<file path="src/serial_link_handshake_top_defines.svh">
// Assertion helpers shared by the handshake RTL.
`ifndef SERIAL_LINK_HANDSHAKE_TOP_DEFINES_SVH
`define SERIAL_LINK_HANDSHAKE_TOP_DEFINES_SVH

// Property checked at every rising clock edge outside reset.
`define SLHS_ASSERT(label, clk, rst_n, prop, msg) \
  label: assert property (@(posedge clk) disable iff (!rst_n) (prop)) \
    else $error(msg);

// Same-cycle implication.
`define SLHS_ASSERT_IMPL(label, clk, rst_n, ante, cons, msg) \
  label: assert property (@(posedge clk) disable iff (!rst_n) (ante) |-> (cons)) \
    else $error(msg);

// Next-cycle implication.
`define SLHS_ASSERT_NEXT(label, clk, rst_n, ante, cons, msg) \
  label: assert property (@(posedge clk) disable iff (!rst_n) (ante) |=> (cons)) \
    else $error(msg);

`endif

</file>
<file path="src/slhs_pkg.sv">
package slhs_pkg;

  // Largest batch taken in one read; a batch this full never matches.
  localparam int READ_BATCH = 32;
  // Compare width for batch sizes, covers READ_BATCH up to 511.
  localparam int BATCH_CMP_W = 9;

  localparam logic [5:0]  RX_SAT    = 6'd32;
  localparam logic [15:0] TIMER_MAX = 16'hFFFF;

  localparam int CFG_IDX_W  = 3;
  localparam int CFG_DATA_W = 16;

  typedef enum logic [2:0] {
    STEP_INIT1     = 3'd1,
    STEP_INIT2     = 3'd2,
    STEP_INIT3     = 3'd3,
    STEP_INIT4     = 3'd4,
    STEP_CONNECTED = 3'd5
  } step_t;

  typedef enum logic [CFG_IDX_W-1:0] {
    CFG_ROLE_IS_SERVER     = 3'd0,
    CFG_CONNECT_PERIOD_MS  = 3'd1,
    CFG_CONNECT_CODE       = 3'd2,
    CFG_CONFIRM_CODE       = 3'd3,
    CFG_DISCONNECT_CODE    = 3'd4,
    CFG_CONNECT_REPLY_CODE = 3'd5,
    CFG_CONFIRM_REPLY_CODE = 3'd6
  } cfg_idx_t;

  typedef struct packed {
    logic        role_is_server;
    logic [15:0] connect_period_ms;
    logic [7:0]  connect_code;
    logic [7:0]  confirm_code;
    logic [7:0]  disconnect_code;
    logic [7:0]  connect_reply_code;
    logic [7:0]  confirm_reply_code;
  } cfg_t;

  localparam cfg_t CFG_RESET = '{
    role_is_server:     1'b0,
    connect_period_ms:  16'd1000,
    connect_code:       8'd1,
    confirm_code:       8'd2,
    disconnect_code:    8'd3,
    connect_reply_code: 8'd4,
    confirm_reply_code: 8'd5
  };

  typedef struct packed {
    logic [15:0] elapsed_ms;
    logic [7:0]  rx_batch_last_byte;
    logic [7:0]  rx_first_byte;
    logic [5:0]  rx_waiting;
  } poll_t;

  typedef struct packed {
    logic       link_up;
    logic [5:0] rx_taken;
    logic       reset_link_state;
    logic       flush_buffers;
    logic [7:0] tx_byte;
    logic       tx_valid;
  } result_t;

endpackage

</file>
<file path="src/slhs_core.sv">
`include "serial_link_handshake_top_defines.svh"

module slhs_core #(
  parameter int READ_BATCH = slhs_pkg::READ_BATCH
) (
  input  logic              clk,
  input  logic              rst_n,
  input  logic              advance,
  input  slhs_pkg::poll_t   poll,
  input  slhs_pkg::cfg_t    cfg,
  output slhs_pkg::result_t res
);

  slhs_pkg::step_t step_r, step_nxt;
  logic [15:0] timer_r, timer_nxt;

  logic [5:0]                       waiting_sat;
  logic [slhs_pkg::BATCH_CMP_W-1:0] batch_wide;
  logic [slhs_pkg::BATCH_CMP_W-1:0] batch_lim;
  logic [5:0]                       batch;
  logic                             batch_ok;
  logic                             single;
  logic [16:0]                      timer_sum;
  logic [15:0]                      timer_sat;
  logic                             timed_out;

  always_ff @(posedge clk) begin
    if (!rst_n) begin
      step_r  <= slhs_pkg::STEP_INIT1;
      timer_r <= '0;
    end else if (advance) begin
      step_r  <= step_nxt;
      timer_r <= timer_nxt;
    end
  end

  always_comb begin
    batch_lim   = slhs_pkg::BATCH_CMP_W'(READ_BATCH);
    waiting_sat = (poll.rx_waiting > slhs_pkg::RX_SAT) ? slhs_pkg::RX_SAT : poll.rx_waiting;
    batch_wide  = (slhs_pkg::BATCH_CMP_W'(waiting_sat) < batch_lim)
                  ? slhs_pkg::BATCH_CMP_W'(waiting_sat) : batch_lim;
    batch       = batch_wide[5:0];
    batch_ok    = (batch_wide != '0) && (batch_wide < batch_lim);
    single      = (waiting_sat != '0);
    timer_sum   = {1'b0, timer_r} + {1'b0, poll.elapsed_ms};
    timer_sat   = timer_sum[16] ? slhs_pkg::TIMER_MAX : timer_sum[15:0];
    timed_out   = (timer_sat >= cfg.connect_period_ms);

    res       = '0;
    step_nxt  = step_r;
    timer_nxt = timer_r;

    if (step_r == slhs_pkg::STEP_CONNECTED) begin
      res.link_up = 1'b1;
    end else if (!cfg.role_is_server) begin
      unique case (step_r)
        slhs_pkg::STEP_INIT2: begin
          timer_nxt    = timer_sat;
          res.rx_taken = batch;
          if (batch_ok && poll.rx_batch_last_byte == cfg.connect_reply_code) begin
            res.tx_valid = 1'b1;
            res.tx_byte  = cfg.confirm_code;
            timer_nxt    = '0;
            step_nxt     = slhs_pkg::STEP_INIT3;
          end else if (timed_out) begin
            step_nxt = slhs_pkg::STEP_INIT1;
          end
        end
        slhs_pkg::STEP_INIT3: begin
          timer_nxt    = timer_sat;
          res.rx_taken = {5'b0, single};
          if (single && poll.rx_first_byte == cfg.confirm_reply_code) begin
            res.reset_link_state = 1'b1;
            res.link_up          = 1'b1;
            step_nxt             = slhs_pkg::STEP_CONNECTED;
          end else if (timed_out) begin
            step_nxt = slhs_pkg::STEP_INIT1;
          end
        end
        default: begin
          res.flush_buffers = 1'b1;
          res.tx_valid      = 1'b1;
          res.tx_byte       = cfg.connect_code;
          timer_nxt         = '0;
          step_nxt          = slhs_pkg::STEP_INIT2;
        end
      endcase
    end else begin
      unique case (step_r)
        slhs_pkg::STEP_INIT2: begin
          res.flush_buffers = 1'b1;
          step_nxt          = slhs_pkg::STEP_INIT3;
        end
        slhs_pkg::STEP_INIT3: begin
          res.rx_taken = batch;
          if (batch_ok && poll.rx_batch_last_byte == cfg.connect_code) begin
            res.tx_valid = 1'b1;
            res.tx_byte  = cfg.connect_reply_code;
            step_nxt     = slhs_pkg::STEP_INIT4;
          end
        end
        slhs_pkg::STEP_INIT4: begin
          res.rx_taken = batch;
          if (batch == 6'd1 && poll.rx_first_byte == cfg.confirm_code) begin
            res.tx_valid         = 1'b1;
            res.tx_byte          = cfg.confirm_reply_code;
            res.reset_link_state = 1'b1;
            res.link_up          = 1'b1;
            step_nxt             = slhs_pkg::STEP_CONNECTED;
          end else if (batch != '0) begin
            step_nxt = slhs_pkg::STEP_INIT3;
          end
        end
        default: begin
          res.tx_valid = 1'b1;
          res.tx_byte  = cfg.disconnect_code;
          step_nxt     = slhs_pkg::STEP_INIT2;
        end
      endcase
    end
  end

  `SLHS_ASSERT_NEXT(a_connected_sticks, clk, rst_n, step_r == slhs_pkg::STEP_CONNECTED, step_r == slhs_pkg::STEP_CONNECTED, "link dropped out of connected state")
  `SLHS_ASSERT_NEXT(a_reset_pulse_connects, clk, rst_n, advance && res.reset_link_state, step_r == slhs_pkg::STEP_CONNECTED, "link reset pulse without reaching connected state")
  `SLHS_ASSERT_NEXT(a_client_start_clears_timer, clk, rst_n, advance && !cfg.role_is_server && step_r == slhs_pkg::STEP_INIT1, timer_r == '0 && step_r == slhs_pkg::STEP_INIT2, "client restart left timer running")

endmodule

</file>
<file path="src/serial_link_handshake_top.sv">
// Serial link handshake engine.
//
// Input stream (in_*): one beat per poll of the link, carrying the receive
// queue depth, first and batch-last received bytes and elapsed milliseconds.
// Output stream (out_*): one beat per poll, giving the byte to send, flush
// and link-reset strobes, the receive bytes taken and the connected flag.
// Config channel (cfg_*): register index and data, always ready; write only
// while no poll is in flight.
//
// A poll beat is held in the input register, evaluated by the handshake
// core when the result register is free or draining, and its result beat
// is held in the result register until taken. Throughput: one poll per cycle
// while out_tready is high, the handshake step and wait timer being updated
// by a single pass of compare and add logic.
//
// Reset (rst_n low, synchronous): both stages empty, handshake back at the
// first step, wait timer cleared, config registers to their defaults.
// Stall: a held result keeps out_tdata steady; one further poll is taken
// into the input register, after which in_tready follows out_tready.
`include "serial_link_handshake_top_defines.svh"

module serial_link_handshake_top #(
  parameter int READ_BATCH = slhs_pkg::READ_BATCH
) (
  input  logic                             clk,
  input  logic                             rst_n,
  // Poll beats
  input  logic                             in_tvalid,
  output logic                             in_tready,
  // [5:0] rx_waiting, [13:6] rx_first_byte, [21:14] rx_batch_last_byte,
  // [37:22] elapsed_ms, [39:38] zero
  input  logic [39:0]                      in_tdata,
  // Result beats
  output logic                             out_tvalid,
  input  logic                             out_tready,
  // [0] tx_valid, [8:1] tx_byte, [9] flush_buffers, [10] reset_link_state,
  // [16:11] rx_taken, [17] link_up, [23:18] zero
  output logic [23:0]                      out_tdata,
  // Register writes
  input  logic                             cfg_valid,
  output logic                             cfg_ready,
  input  logic [slhs_pkg::CFG_IDX_W-1:0]  cfg_index,
  input  logic [slhs_pkg::CFG_DATA_W-1:0] cfg_data
);

  slhs_pkg::cfg_t    cfg_r;
  slhs_pkg::poll_t   in_data_r;
  logic              in_valid_r;
  slhs_pkg::result_t out_data_r;
  logic              out_valid_r;
  slhs_pkg::result_t res;
  logic              advance;
  logic              in_take;

  // Evaluate the held poll whenever the result register is free or draining.
  assign advance   = in_valid_r && (!out_valid_r || out_tready);
  assign in_tready = !in_valid_r || advance;
  assign in_take   = in_tvalid && in_tready;
  assign cfg_ready = 1'b1;

  // Register writes; drop indexes beyond the list.
  always_ff @(posedge clk) begin
    if (!rst_n) begin
      cfg_r <= slhs_pkg::CFG_RESET;
    end else if (cfg_valid) begin
      unique case (cfg_index)
        slhs_pkg::CFG_ROLE_IS_SERVER:     cfg_r.role_is_server     <= cfg_data[0];
        slhs_pkg::CFG_CONNECT_PERIOD_MS:  cfg_r.connect_period_ms  <= cfg_data;
        slhs_pkg::CFG_CONNECT_CODE:       cfg_r.connect_code       <= cfg_data[7:0];
        slhs_pkg::CFG_CONFIRM_CODE:       cfg_r.confirm_code       <= cfg_data[7:0];
        slhs_pkg::CFG_DISCONNECT_CODE:    cfg_r.disconnect_code    <= cfg_data[7:0];
        slhs_pkg::CFG_CONNECT_REPLY_CODE: cfg_r.connect_reply_code <= cfg_data[7:0];
        slhs_pkg::CFG_CONFIRM_REPLY_CODE: cfg_r.confirm_reply_code <= cfg_data[7:0];
        default: ;
      endcase
    end
  end

  // Input stage: hold the poll until it is evaluated.
  always_ff @(posedge clk) begin
    if (!rst_n) begin
      in_valid_r <= 1'b0;
    end else if (in_take) begin
      in_valid_r <= 1'b1;
    end else if (advance) begin
      in_valid_r <= 1'b0;
    end
  end

  always_ff @(posedge clk) begin
    if (in_take) begin
      in_data_r.rx_waiting         <= in_tdata[5:0];
      in_data_r.rx_first_byte      <= in_tdata[13:6];
      in_data_r.rx_batch_last_byte <= in_tdata[21:14];
      in_data_r.elapsed_ms         <= in_tdata[37:22];
    end
  end

  slhs_core #(
    .READ_BATCH (READ_BATCH)
  ) u_core (
    .clk     (clk),
    .rst_n   (rst_n),
    .advance (advance),
    .poll    (in_data_r),
    .cfg     (cfg_r),
    .res     (res)
  );

  // Result stage: hold the beat until the receiver takes it.
  always_ff @(posedge clk) begin
    if (!rst_n) begin
      out_valid_r <= 1'b0;
    end else if (advance) begin
      out_valid_r <= 1'b1;
    end else if (out_tready) begin
      out_valid_r <= 1'b0;
    end
  end

  always_ff @(posedge clk) begin
    if (advance) begin
      out_data_r <= res;
    end
  end

  assign out_tvalid = out_valid_r;
  assign out_tdata  = {6'b0,
                       out_data_r.link_up,
                       out_data_r.rx_taken,
                       out_data_r.reset_link_state,
                       out_data_r.flush_buffers,
                       out_data_r.tx_byte,
                       out_data_r.tx_valid};

  `SLHS_ASSERT_IMPL(a_idle_byte_zero, clk, rst_n, out_valid_r && !out_data_r.tx_valid, out_data_r.tx_byte == '0, "byte set without transmit strobe")
  `SLHS_ASSERT_IMPL(a_reset_implies_up, clk, rst_n, out_valid_r && out_data_r.reset_link_state, out_data_r.link_up, "link reset pulse without connected flag")
  `SLHS_ASSERT(a_stall_only_when_full, clk, rst_n, in_tready || (in_valid_r && out_valid_r && !out_tready), "input stalled with room to spare")

endmodule

</file>
<file path="config.mk">
export PLATFORM = sky130hd
export DESIGN_NAME = serial_link_handshake_top
export DESIGN_NICKNAME = d
export VERILOG_FILES = /design/src/slhs_pkg.sv /design/src/slhs_core.sv /design/src/serial_link_handshake_top.sv
export VERILOG_INCLUDE_DIRS = /design/src /design/src/src
export SDC_FILE = /design/constraint.sdc
export NUM_CORES = 1
export LEC_CHECK = 0
export ABC_AREA = 1
export BUFFER_PORTS_ARGS = -buffer_cell sky130_fd_sc_hd__buf_4
export CORE_MARGIN = 2
export CORE_UTILIZATION = 45
export CTS_CLUSTER_SIZE = 25
export DETAILED_ROUTE_END_ITERATION = 7
export GPL_ROUTABILITY_DRIVEN = 0
export PLACE_DENSITY = 0.67
export SLEW_MARGIN = 25
export SYNTH_ARGS = -nofsm -noshare
export SYNTH_HDL_FRONTEND = slang
export SYNTH_HIERARCHICAL = 1
export SYNTH_SLANG_ARGS = --single-unit
</file>
<file path="constraint.sdc">
create_clock -name clk -period 3.01 [get_ports clk]
set_input_delay 0.602 -clock clk [delete_from_list [all_inputs] [get_ports clk]]
set_output_delay 0.602 -clock clk [all_outputs]
set_load 0.02 [all_outputs]
</file>
# ---- Yosys cells after proc, flatten, opt, wreduce, memory -nomap -nowiden
# Index checks and enable logic that the tools add are counted.
dict set report word_totals {
  ff_bits 134
  wordCells 105
}
dict set report op_classes {
  add_sub_neg 1
  magnitude_cmp 4
  eq_ne 17
  mux 32
  bitwise 2
  n_reduce_logical 28
}
# op n
set op_table {}
lappend op_table {{8-bit equality test} 4}
lappend op_table {{16-bit two-way mux} 2}
lappend op_table {{16-bit case mux with 2 select lines} 1}
lappend op_table {{9-bit two-way mux} 3}
lappend op_table {{9-bit case mux with 3 select lines} 1}
lappend op_table {{3-bit two-way mux} 7}
lappend op_table {{18-bit two-way mux} 1}
lappend op_table {{6-bit two-way mux} 3}
lappend op_table {{9-bit case mux with 2 select lines} 1}
lappend op_table {{16-bit by 16-bit adder with 17-bit output} 1}
lappend op_table {{16-bit >= comparator} 1}
lappend op_table {{3-bit equality test, second input constant} 5}
lappend op_table {{2-bit AND reduction} 7}
lappend op_table {{3-bit by 2-bit equality test with 1-bit output, second input constant} 4}
lappend op_table {{6-bit case mux with 2 select lines} 1}
lappend op_table {{6-bit nonzero test} 2}
lappend op_table {{1-bit two-way mux} 10}
lappend op_table {{9-bit by 6-bit < comparator with 1-bit output, second input constant} 1}
lappend op_table {{3-bit case mux with 3 select lines} 1}
lappend op_table {{9-bit nonzero test} 1}
lappend op_table {{1-bit logical AND} 7}
lappend op_table {{6-bit by 1-bit equality test with 1-bit output, second input constant} 1}
lappend op_table {{6-bit > comparator, second input constant} 1}
lappend op_table {{6-bit < comparator, second input constant} 1}
lappend op_table {{12 further kinds} 17}

# ---- Longest topological paths before layout
# Gate-level depths: netlist of run 1.
dict set report logic_depth {
  depth_word 10
  ltp_mapped 24
}

# ---- By module
# The synthesis of run 1 kept the hierarchy.
# module n_inst cells_each area_per_inst_um2
set modules_own_cells {}
lappend modules_own_cells {serial_link_handshake_top 1 402 4097.7}
lappend modules_own_cells {slhs_core 1 574 3318.2}

# ---- Least setup slack after synthesis of run 1
# No wires, ideal clock.
dict set report synth_path {
  path_kind {register -> register}
  start {reg in_data_r[22] (netlist bit)}
  end {reg u_core.step_r[0]}
  setup_ps 113
  arrival_time_ps 2700
  path_slack_ps 196
  stages_incl_launch_ff 20
  n_path_buf 0
  synth_period_minus_slack_ps 2814
  path_cell_list {edfxtp_1 -> ha_1 -> fa_1 -> nand3_1 -> nand2_1 -> nand2_1 -> nand2_1 -> nand3_1 -> nand2_2 -> or2_1 -> ha_1 -> a21o_1 -> nor2_1 -> nand2_1 -> nand2_1 -> nand2_1 -> o21ai_0 -> nand2_1 -> nand3_1 -> nand2_1}
}
dict set report synth_via {
  elab_chain_cells 7
  word_cells_on_any_way 8
  classes_between {1 x add/sub; 1 x order compare; 6 x mux}
}
# element line_no
set synth_lines {}
lappend synth_lines {{start: declaration} serial_link_handshake_top.sv:47} ;# slhs_pkg::poll_t in_data_r;
lappend synth_lines {{16-bit by 16-bit adder with 17-bit output (*)} slhs_core.sv:45} ;# timer_sum = {1'b0, timer_r} + {1'b0, poll.elapsed_ms};
lappend synth_lines {{16-bit two-way mux (*)} slhs_core.sv:46} ;# timer_sat = timer_sum[16] ? slhs_pkg::TIMER_MAX : timer_sum[15:0];
lappend synth_lines {{16-bit >= comparator (*)} slhs_core.sv:47} ;# timed_out = (timer_sat >= cfg.connect_period_ms);
lappend synth_lines {{3-bit two-way mux (*)} -}
lappend synth_lines {{3-bit two-way mux, on equally long branches} -}
lappend synth_lines {{3-bit case mux with 2 select lines (*)} -}
lappend synth_lines {{3-bit two-way mux (*)} -}
lappend synth_lines {{end signal: assignment} slhs_core.sv:29} ;# step_r <= slhs_pkg::STEP_INIT1;
lappend synth_lines {{end signal: assignment} slhs_core.sv:32} ;# step_r <= step_nxt;
lappend synth_lines {{end: declaration} slhs_core.sv:14} ;# slhs_pkg::step_t step_r, step_nxt;
# Every way passes the cells marked *; elsewhere a longest branch is shown, timed or not.
# A chain may end at the register's enable or synchronous reset.

# ---- Worst setup path after layout of run 1
dict set report layout_path {
  start {reg in_data_r[22] (netlist bit)}
  end {reg u_core.step_r[1]}
}
# Same word-level chain as after synthesis.

==> out/summary.txt, run 1 <==
count of final hold-check violations -> 0
Final Setup Violations -> 0
cell count of the worst hold path -> 1
Fillers -> 1523
area of the mapped netlist -> 0.00742 mm²
die boundary width -> 132 µm
final setup skew -> 0.0127 ns
run status -> finished, final reports clean
routed vias/inst -> 5.05
capture point of the worst reg-to-reg path -> u_core/step_r[1]$_SDFFE_PN0P_
number of CTS-inserted buffers -> 17
reported max-cap violation count -> 0
flip-flop and latch count after synthesis -> 134
Setup Crit Path Kind -> flip-flop to flip-flop
Core Rows -> 46
worst-case reg-to-reg path depth -> 20
final clock period utilization by the worst path -> 99.6%
main area contributors after synthesis -> sky130_fd_sc_hd__edfxtp_1, sky130_fd_sc_hd__dfxtp_1, sky130_fd_sc_hd__nand2_1
leakage -> 4.10 nW
proportion of layout cells with a drive suffix above 1 -> 22.2%
TritonCTS clock tree -> done
total power per unit cell area -> 530 mW/mm²
Final WS setup -> 0.0107 ns
# port buffers -> 81
endpoint kind of the worst setup timing path -> flip-flop
share of synthesized flip-flops with an asynchronous set or reset -> 0%
clock transition at the register clock pins on the worst setup and hold paths after CTS -> 0.06 ns
Skew-Pair Late Insertion Delay -> 0.42 ns
H-tree depth -> 4
post-route cell area -> 0.00925 mm²
switching power total -> 1.30 mW
Required @ worst endpoint -> 3.36 ns
Worst VDD drop -> 0.457 mV
critical path fanouts, max -> 6
setup repair after global routing missed its margin -> true
global router's overall resource usage -> 22.2%
post-synth cell types -> 40
Post-synth EDFFs -> 56
Num Clock Sinks -> 134
total number of vias -> 6614
share of total power in combinational logic -> 15.5%
area of the core -> 0.0160 mm²
DRC violations left -> 0
first-pass GRT wire length -> 30700 µm
part of the Yosys area used for sequential elements -> 43.7%
number of global-route vias before repair -> 6037
iteration count of the initial detailed-routing pass -> 5
initial core utilization -> 46.3%
top flip-flop cell by instance count after synthesis -> sky130_fd_sc_hd__dfxtp_1
Crit Reg-Reg Startpoint -> in_data_r[22]$_DFFE_PP_
number of hold buffers added after CTS -> 0
Worst setup startpoint -> in_data_r[22]$_DFFE_PP_
commonest non-fill, non-tap cell in the layout -> sky130_fd_sc_hd__nand2_1
net switching fraction of the power -> 26.6%
clock period minus final worst setup slack -> 3.00 ns
leading cell types in the layout, fill and taps excluded -> sky130_fd_sc_hd__nand2_1, sky130_fd_sc_hd__nor2_1, sky130_fd_sc_hd__buf_4
n_diodes -> 0
cell internal pwr -> 3.59 mW
Worst-Margin Slew -> 0.821 ns
count of final max-slew check failures -> 0
largest buffer count on any clock path -> 2
mean area per synthesized cell -> 7.60 µm²
worst setup path endpoint -> u_core/step_r[1]$_SDFFE_PN0P_
final sum of negative setup slack -> 0 ns
number of antenna violations at the first check in global routing -> 0
fraction of power consumed by sequential logic -> 41.8%
cell area after placement -> 0.00828 mm²
headroom to the max-slew limit -> 45.2%
highest achievable clock rate -> 333 MHz
kind of start point of the critical path -> flip-flop
DRT iter0 DRCs -> 554
final hold slack -> 0.356 ns
yosys warns -> 6
worst endpoint data arrival time -> 3.35 ns
die area -> 0.0175 mm²
post-layout net count -> 1178
pre-CTS setup slack -> -0.0413 ns
cell accounting for the most synthesized area -> sky130_fd_sc_hd__edfxtp_1
share of the synthesized area in the top cell type -> 22.7%
Chip Height -> 132 µm
grt ovf -> 0
count of pins on the block boundary -> 91
cell count after synthesis -> 976
worst min path class -> primary input to flip-flop
worst reg-to-reg setup slack -> 0.01 ns
total detailed-routing wirelength -> 19700 µm
maximum number of pins on one net before global-route repair -> 62
post-detailed-route wirelength per cell -> 15.0 µm
layout overhead on the synthesized area -> 24.7%
Clk pwr share -> 42.7%
CTS Root Cell -> sky130_fd_sc_hd__clkbuf_16
HPWL Detailed -> 13600 µm
count of antenna-violating nets left after detailed routing -> 0
-- registers in the layout, summed over array words and instances (netlist names) --
signal	cells
cfg_r	57
in_valid_r	1
u_core/timer_r	16
out_tdata	18
out_tvalid	1
u_core/step_r	3
in_data_r	38
-- worst max-delay path, cell delays in order, from the launching register on --
cell and delay (ns):
sky130_fd_sc_hd__edfxtp_1 0.41, sky130_fd_sc_hd__ha_4 0.19, sky130_fd_sc_hd__fa_2 0.37, sky130_fd_sc_hd__nand3_2 0.09, sky130_fd_sc_hd__nand2_2 0.08, sky130_fd_sc_hd__nand2_2 0.08
sky130_fd_sc_hd__nand2_2 0.06, sky130_fd_sc_hd__nand3_2 0.08, sky130_fd_sc_hd__nand2_4 0.12, sky130_fd_sc_hd__inv_8 0.11, sky130_fd_sc_hd__nand3_2 0.11, sky130_fd_sc_hd__ha_1 0.31
sky130_fd_sc_hd__a21oi_1 0.16, sky130_fd_sc_hd__o21ai_1 0.09, sky130_fd_sc_hd__a21oi_1 0.17, sky130_fd_sc_hd__nand2_2 0.08, sky130_fd_sc_hd__nor2_1 0.10, sky130_fd_sc_hd__nand2_1 0.06
sky130_fd_sc_hd__nand2_1 0.05, sky130_fd_sc_hd__nand2_1 0.06, sky130_fd_sc_hd__a21oi_2 0.14
-- power by group through the flow --
| stage | sequential [mW] | clock [mW] | combinational [mW] |
|---|---|---|---|
| 2_1_floorplan | 2.08 | 0 | 0.448 |
| 3_3_place_gp | 2.08 | 0 | 0.664 |
| 3_5_place_dp | 2.08 | 0 | 0.672 |
| 4_1_cts | 2.05 | 2.11 | 0.678 |
| 5_1_grt | 2.06 | 2.20 | 0.845 |
| 6_report | 2.05 | 2.09 | 0.760 |
-- kinds of logic after synthesis --
| logic type | share of synthesized area, % |
|---|---|
| and+or+nand+nor | 32.0 |
| DFF | 43.7 |
| buffers and inverters | 7.66 |
| AOI/OAI and AO/OA | 7.39 |
| adders and majority gates | 5.67 |
| xor gates and xnor gates | 3.42 |
| other | 0.101 |
-- Yosys cell counts (5+ instances only) --
cell / number
sky130_fd_sc_hd__o21ai_0: 25
sky130_fd_sc_hd__nor3_1: 9
sky130_fd_sc_hd__nand2_1: 260
sky130_fd_sc_hd__nor2_2: 6
sky130_fd_sc_hd__buf_2: 5
sky130_fd_sc_hd__ha_1: 32
sky130_fd_sc_hd__nand3_1: 90
sky130_fd_sc_hd__nor2_1: 154
sky130_fd_sc_hd__nor2_4: 7
sky130_fd_sc_hd__a21oi_1: 48
sky130_fd_sc_hd__buf_4: 10
sky130_fd_sc_hd__dfxtp_1: 78
sky130_fd_sc_hd__a21oi_2: 11
sky130_fd_sc_hd__inv_1: 97
sky130_fd_sc_hd__edfxtp_1: 56
sky130_fd_sc_hd__nand2_2: 12
sky130_fd_sc_hd__xnor2_1: 25
-- how the worst min path moves through the flow --
stage	start	end	slack, ns
3_3_place_gp	cfg_r[49]$_SDFFE_PN1P_	cfg_r[49]$_SDFFE_PN1P_	0.46
4_1_cts	in_tdata[0]	in_data_r[0]$_DFFE_PP_	0.34
6_report	in_tdata[26]	in_data_r[26]$_DFFE_PP_	0.36
5_1_grt	in_tdata[13]	in_data_r[13]$_DFFE_PP_	0.34
3_5_place_dp	u_core/timer_r[8]$_SDFFE_PN0P_	u_core/timer_r[8]$_SDFFE_PN0P_	0.46
2_1_floorplan	cfg_r[43]$_SDFFE_PN1P_	cfg_r[43]$_SDFFE_PN1P_	0.44
-- layer usage --
metal / part of all wire [%] / vias to the layer above / track usage, %
met3: 7.1 / 22 / 4.69
met2: 43 / 229 / 32.7
li1: - / 3341 / -
met5: 0 / - / 0
met4: 1.3 / 0 / 5.79
met1: 49 / 3022 / 33.1
-- stage by stage --
step           cells  util, %  power (mW)
2_1_floorplan    981        -        2.53
3_3_place_gp    1271     51.7        2.75
3_5_place_dp    1271     51.7        2.75
4_1_cts         1303     55.5        4.84
5_1_grt         1310     57.8        5.10
6_report        1310     57.8        4.90
-- repair_timing --
action,in CTS,in global routing
setup endpoints to repair,2,2
pin swaps,0,24
gates resized for setup,2,70
cloned,0,1
buffers inserted,0,6
-- final cells by class --
class | count | area [µm²] | share of cell area [%]
clock buffers | 20 | 437 | 4.72
repair buffers | 107 | 811 | 8.77
multi-input cells | 719 | 3940 | 42.6
well taps | 216 | 270 | 2.92
repair inverters | 1 | 6.26 | 0.0676
clock inverters | 12 | 154 | 1.66
inverters | 101 | 387 | 4.18
flip-flops and latches | 134 | 3240 | 35.1
Note: power is estimated with default switching activity, not from simulation.
==> run 2: changes to the inputs <==
- ABC_CLOCK_PERIOD_IN_PS: default -> 3010
- PLACE_DENSITY: 0.67 -> 0.78
==> out/summary.txt, run 2 (synthesized netlist as in run 1, its figures left out) <==
Setup Crit Path Kind -> flip-flop to flip-flop
Final WS setup -> 0.0861 ns (+0.0754 ns)
leakage -> 4.01 nW (-2.3%)
die area -> 0.0175 mm² (unchanged)
total power -> 4.69 mW (-4.2%)
headroom to the max-slew limit -> 50.8% (+5.6 points)
total detailed-routing wirelength -> 19000 µm (-3.5%)
die boundary width -> 132 µm (unchanged)
endpoint kind of the worst setup timing path -> flip-flop
Skew-Pair Late Insertion Delay -> 0.42 ns (about the same)
grt ovf -> 0 (unchanged)
Required @ worst endpoint -> 3.36 ns (about the same)
number of CTS-inserted buffers -> 17 (unchanged)
worst endpoint data arrival time -> 3.28 ns (-0.07 ns)
reported max-cap violation count -> 0 (unchanged)
TritonCTS clock tree -> done
global router's overall resource usage -> 21.2% (-0.96 points)
Worst VDD drop -> 0.433 mV (-5.4%)
kind of start point of the critical path -> flip-flop
Clk pwr share -> 41.3% (-1.4 points)
Worst-Margin Slew -> 0.736 ns (-0.0852 ns)
number of antenna violations at the first check in global routing -> 0 (unchanged)
worst min path class -> primary input to flip-flop
commonest non-fill, non-tap cell in the layout -> sky130_fd_sc_hd__nand2_1
routed vias/inst -> 5.20 (+3.0%)
largest buffer count on any clock path -> 2 (unchanged)
critical path fanouts, max -> 4 (-2)
count of pins on the block boundary -> 91 (unchanged)
DRT iter0 DRCs -> 835 (+51%)
highest achievable clock rate -> 342 MHz (+2.6%)
final clock period utilization by the worst path -> 97.1% (-2.5 points)
H-tree depth -> 4 (unchanged)
first-pass GRT wire length -> 29800 µm (-3.1%)
cell internal pwr -> 3.45 mW (-3.9%)
share of total power in combinational logic -> 15.1% (-0.4 points)
Placed Instances -> 1265 (-0.47%)
Top reg by flops -> cfg_r
run status -> finished, final reports clean
share of the core filled with cells in the final layout -> 56.3% (-1.5 points)
count of final hold-check violations -> 0 (unchanged)
pre-CTS setup slack -> 0.00349 ns (+0.0448 ns)
net switching fraction of the power -> 26.4% (-0.23 points)
post-layout net count -> 1167 (-0.93%)
DRC violations left -> 0 (unchanged)
iteration count of the initial detailed-routing pass -> 6 (+1)
n_diodes -> 0 (unchanged)
final hold slack -> 0.351 ns (-0.00524 ns)
number of global-route vias before repair -> 6012 (-0.41%)
post-detailed-route wirelength per cell -> 14.6 µm (-2.7%)
HPWL Detailed -> 13300 µm (-2.6%)
Num Clock Sinks -> 134 (unchanged)
clock transition at the register clock pins on the worst setup and hold paths after CTS -> 0.06 ns (about the same)
Chip Height -> 132 µm (unchanged)
final setup skew -> 0.00707 ns (-0.00559 ns)
Core Rows -> 46 (unchanged)
# port buffers -> 81 (unchanged)
layout overhead on the synthesized area -> 21.4%
leading cell types in the layout, fill and taps excluded -> sky130_fd_sc_hd__nand2_1, sky130_fd_sc_hd__nor2_1, sky130_fd_sc_hd__inv_1
max reg flops -> 57 (unchanged)
count of final max-slew check failures -> 0 (unchanged)
Final Setup Violations -> 0 (unchanged)
count of antenna-violating nets left after detailed routing -> 0 (unchanged)
maximum number of pins on one net before global-route repair -> 62 (unchanged)
CTS Root Cell -> sky130_fd_sc_hd__clkbuf_16
area of the core -> 0.0160 mm² (unchanged)
clock period minus final worst setup slack -> 2.92 ns (-0.0754 ns)
total power per unit cell area -> 521 mW/mm² (-1.6%)
fraction of power consumed by sequential logic -> 43.7% (+1.9 points)
final std cells w/o fill -> 1299 (-0.84%)
proportion of layout cells with a drive suffix above 1 -> 19.1% (-3.1 points)
switching power total -> 1.24 mW (-5.0%)
initial core utilization -> 46.3% (unchanged)
total number of vias -> 6757 (+2.2%)
[run 2: changes by cell type in the layout (fill, tap and decap cells not counted), sizes merged]
cell and delta:
clkinvlp -1, clkinv +2, inv -1, buf -11
clkbuf +2, bufinv -2
[run 2: cell type report]
class	instances	area, µm²
clock buffer	22	475
clock inverter	10	78.8
fill	1467	7000
inverter	101	387
multi-input combinational	719	3820
sequential	134	3240
tap	216	270
timing repair buffer	96	724
timing repair inverter	1	6.26
[run 2: metrics by stage]
step | setup TNS (ns) | cell area (µm²)
floorplan | 0 | 7430
global placement | 0 | 8230
detailed placement | 0 | 8230
CTS | 0 | 8790
global route | -0.112 | 9000
finish | 0 | 9000
[run 2: worst paths after layout]
check	depth (start not counted)	end	startpoint	slack, ns
worst min register to register	2	cfg_r[48]$_SDFFE_PN1P_	cfg_r[48]$_SDFFE_PN1P_	0.48
worst min-delay path	1	in_data_r[0]$_DFFE_PP_	in_tdata[0]	0.35
worst max register to register	18	u_core/step_r[1]$_SDFFE_PN0P_	in_data_r[31]$_DFFE_PP_	0.09
worst max-delay path	18	u_core/step_r[1]$_SDFFE_PN0P_	in_data_r[31]$_DFFE_PP_	0.09
[run 2: power groups by stage]
stage	clock network, mW	registers (mW)	logic, mW
after CTS	1.97	2.05	0.660
final	1.94	2.05	0.706
after global placement	0	2.08	0.641
after detailed placement	0	2.08	0.654
after global routing	2.05	2.06	0.782
after floorplan	0	2.08	0.448
[run 2: per-layer routing]
layer  global-route usage [%]  vias to the layer above  wire length (µm)
met4                     7.65                        0               422
li1                         -                     3320                 -
met3                     4.54                       50              1550
met1                     29.7                     3077              8460
met5                        0                        -                 0
met2                     32.5                      310              8580
[run 2: timing repair]
item	in CTS	in global routing
hold buffers	0	0
setup endpoints to repair	2	2
setup buffers	0	1
cloned	0	1
pin swaps	0	11
gates resized for setup	1	39
[run 2: critical path, cell delays in order (launching register included)]
cell and delay [ns]:
sky130_fd_sc_hd__edfxtp_1 0.38, sky130_fd_sc_hd__ha_1 0.31, sky130_fd_sc_hd__buf_4 0.14, sky130_fd_sc_hd__nand2_1 0.10, sky130_fd_sc_hd__nor2_2 0.17, sky130_fd_sc_hd__nand2_1 0.07, sky130_fd_sc_hd__or2_2 0.31, sky130_fd_sc_hd__nand3_1 0.08
sky130_fd_sc_hd__nand3_1 0.13, sky130_fd_sc_hd__ha_1 0.32, sky130_fd_sc_hd__a21oi_1 0.17, sky130_fd_sc_hd__o21ai_0 0.09, sky130_fd_sc_hd__a21oi_1 0.12, sky130_fd_sc_hd__nand2_1 0.08, sky130_fd_sc_hd__nor2_1 0.12, sky130_fd_sc_hd__nand2_1 0.07
sky130_fd_sc_hd__nand2_1 0.05, sky130_fd_sc_hd__nand2_1 0.04, sky130_fd_sc_hd__a21oi_1 0.11
==> run 3: changes to the inputs <==
- CORE_ASPECT_RATIO: default -> 1.75
- REMOVE_ABC_BUFFERS: default -> 1
==> out/summary.txt, run 3 (synthesized netlist as in run 1, its figures left out) <==
count of antenna-violating nets left after detailed routing -> 0 (unchanged)
first-pass GRT wire length -> 31800 µm (+6.8%)
area of the core -> 0.0163 mm² (+1.8%)
HPWL Detailed -> 15000 µm (+13%)
switching power total -> 1.30 mW (+5.0%)
Clk pwr share -> 42.4% (+1.1 points)
iteration count of the initial detailed-routing pass -> 6 (unchanged)
initial core utilization -> 45.5% (-0.83 points)
endpoint kind of the worst setup timing path -> flip-flop
Setup Crit Path Kind -> flip-flop to flip-flop
cell internal pwr -> 3.55 mW (+2.6%)
critical path fanouts, max -> 7 (+3)
clock transition at the register clock pins on the worst setup and hold paths after CTS -> 0.06 ns (about the same)
worst hold path endpoint -> in_data_r[27]$_DFFE_PP_
cell area after placement -> 0.00828 mm² (+0.55%)
count of pins on the block boundary -> 91 (unchanged)
leading cell types in the layout, fill and taps excluded -> sky130_fd_sc_hd__nand2_1, sky130_fd_sc_hd__nor2_1, sky130_fd_sc_hd__buf_4
worst reg-to-reg setup slack -> -0.06 ns (-0.15 ns)
n_diodes -> 0 (unchanged)
die boundary width -> 101 µm (-24%)
Num Clock Sinks -> 134 (unchanged)
final setup skew -> 0.00900 ns (+0.00192 ns)
H-tree depth -> 4 (unchanged)
Worst-Margin Slew -> 0.793 ns (+0.0571 ns)
CTS Root Cell -> sky130_fd_sc_hd__clkbuf_16
post-route cell area -> 0.00909 mm² (+1.0%)
reported max-cap violation count -> 0 (unchanged)
total detailed-routing wirelength -> 21200 µm (+11%)
Required @ worst endpoint -> 3.35 ns (about the same)
headroom to the max-slew limit -> 47.0% (-3.8 points)
Top reg by flops -> cfg_r
violated checks -> negative setup slack
final clock period utilization by the worst path -> 102% (+5.0 points)
run status -> complete, but fails checks
net switching fraction of the power -> 26.8% (+0.44 points)
routed vias/inst -> 5.42 (+4.2%)
worst min path class -> primary input to flip-flop
critical hold path startpoint -> in_tdata[27]
DRC violations left -> 0 (unchanged)
Final WS setup -> -0.0645 ns (-0.151 ns)
total power -> 4.85 mW (+3.3%)
count of final hold-check violations -> 0 (unchanged)
max reg flops -> 57 (unchanged)
number of global-route vias before repair -> 6683 (+11%)
post-layout net count -> 1179 (+1.0%)
leakage -> 4.10 nW (+2.1%)
worst endpoint data arrival time -> 3.42 ns (+0.14 ns)
maximum number of pins on one net before global-route repair -> 62 (unchanged)
post-detailed-route wirelength per cell -> 16.5 µm (+13%)
Skew-Pair Late Insertion Delay -> 0.42 ns (about the same)
kind of start point of the critical path -> flip-flop
cell count of the worst hold path -> 1 (unchanged)
Chip Height -> 174 µm (+31%)
capture point of the worst reg-to-reg path -> u_core/step_r[1]$_SDFFE_PN0P_
# port buffers -> 81 (unchanged)
count of final max-slew check failures -> 0 (unchanged)
final hold slack -> 0.355 ns (+0.00384 ns)
total power per unit cell area -> 533 mW/mm² (+2.2%)
commonest non-fill, non-tap cell in the layout -> sky130_fd_sc_hd__nand2_1
fraction of power consumed by sequential logic -> 42.3% (-1.4 points)
share of total power in combinational logic -> 15.3% (+0.2 points)
total number of vias -> 6979 (+3.3%)
Worst VDD drop -> 0.273 mV (-37%)
number of CTS-inserted buffers -> 17 (unchanged)
clock period minus final worst setup slack -> 3.07 ns (+0.151 ns)
number of antenna violations at the first check in global routing -> 0 (unchanged)
highest achievable clock rate -> 325 MHz (-4.9%)
global router's overall resource usage -> 23.6% (+2.4 points)
DRT iter0 DRCs -> 477 (-43%)
die area -> 0.0176 mm² (+0.23%)
worst-case reg-to-reg path depth -> 22 (+4)
grt ovf -> 0 (unchanged)
Crit Reg-Reg Startpoint -> in_data_r[22]$_DFFE_PP_
TritonCTS clock tree -> done
Core Rows -> 62 (+35%)
layout overhead on the synthesized area -> 22.6%
setup repair after global routing missed its margin -> true
Final Setup Violations -> 1 (+1)
Fillers -> 1453 (-0.95%)
proportion of layout cells with a drive suffix above 1 -> 20.0% (+0.89 points)
largest buffer count on any clock path -> 2 (unchanged)
-- run 3: cell count changes in the layout (fill, tap and decap cells not counted), moves of 4 or more --
cell,previous run,this run
sky130_fd_sc_hd__buf_4,95,105
sky130_fd_sc_hd__ha_2,4,0
sky130_fd_sc_hd__a21oi_2,18,14
sky130_fd_sc_hd__clkinv_4,0,4
sky130_fd_sc_hd__ha_1,19,24
-- run 3: final cells by class --
type	instances	area (µm²)	area share (%)
multi-input cells	719	3810	41.9
flip-flops and latches	134	3240	35.7
repair buffers	108	822	9.04
clock buffers	20	458	5.04
inverters	101	387	4.25
well taps	192	240	2.64
clock inverters	12	128	1.40
repair inverters	1	6.26	0.0688
-- run 3: worst max path at each step --
| stage | start | endpoint | slack, ns | cells after the start |
|---|---|---|---|---|
| after floorplan | in_data_r[22]$_DFFE_PP_ | u_core/step_r[0]$_SDFFE_PN1P_ | 0.20 | 19 |
| after global placement | in_data_r[22]$_DFFE_PP_ | u_core/step_r[0]$_SDFFE_PN1P_ | -0.05 | 21 |
| after detailed placement | in_data_r[22]$_DFFE_PP_ | u_core/step_r[1]$_SDFFE_PN0P_ | -0.10 | 22 |
| after CTS | in_data_r[35]$_DFFE_PP_ | u_core/step_r[1]$_SDFFE_PN0P_ | 0.009 | 22 |
| after global routing | in_data_r[22]$_DFFE_PP_ | u_core/step_r[1]$_SDFFE_PN0P_ | -0.20 | 22 |
| final | in_data_r[22]$_DFFE_PP_ | u_core/step_r[1]$_SDFFE_PN0P_ | -0.06 | 22 |
-- run 3: repair_timing --
item / CTS / global route
setup endpoints to repair: 2 / 2
resized for setup: 5 / 42
pin swaps: 1 / 17
hold buffers: 0 / 0
gates cloned: 0 / 1
setup buffers: 0 / 3
-- run 3: critical path, stage by stage, from the launching register on --
cell and delay, ns:
sky130_fd_sc_hd__edfxtp_1 0.42, sky130_fd_sc_hd__ha_4 0.19, sky130_fd_sc_hd__fa_2 0.39, sky130_fd_sc_hd__nand3_2 0.10, sky130_fd_sc_hd__nand2_2 0.09, sky130_fd_sc_hd__nand2_2 0.10
sky130_fd_sc_hd__nand2_2 0.06, sky130_fd_sc_hd__nand3_2 0.08, sky130_fd_sc_hd__nand2_4 0.12, sky130_fd_sc_hd__inv_8 0.11, sky130_fd_sc_hd__nand3_1 0.14, sky130_fd_sc_hd__ha_4 0.25
sky130_fd_sc_hd__a21oi_2 0.14, sky130_fd_sc_hd__nor2_1 0.08, sky130_fd_sc_hd__nor2_2 0.11, sky130_fd_sc_hd__nand2_2 0.07, sky130_fd_sc_hd__nand2_1 0.06, sky130_fd_sc_hd__nand2_1 0.06
sky130_fd_sc_hd__nor2_1 0.11, sky130_fd_sc_hd__nand2_1 0.06, sky130_fd_sc_hd__nand2_1 0.07, sky130_fd_sc_hd__nand2_1 0.05, sky130_fd_sc_hd__a21oi_1 0.13
-- run 3: stage by stage --
step | utilization [%] | cells | TNS (ns) | setup slack [ns]
final | 55.8 | 1287 | -0.0645 | -0.0645
after global routing | 55.8 | 1287 | -0.358 | -0.204
after CTS | 54.5 | 1283 | 0 | 0.00851
after detailed placement | 50.8 | 1251 | -0.204 | -0.105
after global placement | 50.8 | 1251 | -0.103 | -0.0543
after floorplan | - | 954 | 0 | 0.196
-- run 3: power by group through the flow --
stage                     combinational, mW  sequential (mW)  clock [mW]
after floorplan                       0.414             2.09           0
after global placement                0.660             2.09           0
after detailed placement              0.676             2.09           0
after CTS                             0.684             2.05        2.08
after global routing                  0.812             2.06        2.15
final                                 0.740             2.05        2.06
-- run 3: routing by layer --
metal,track usage (%),part of all wire [%],vias to the layer above,wire (µm)
li1,-,-,3356,-
met1,22.5,33,3175,7090
met2,43.0,53,327,11200
met3,3.95,5.3,121,1130
met4,18.5,8.6,0,1820
met5,0,0,-,0
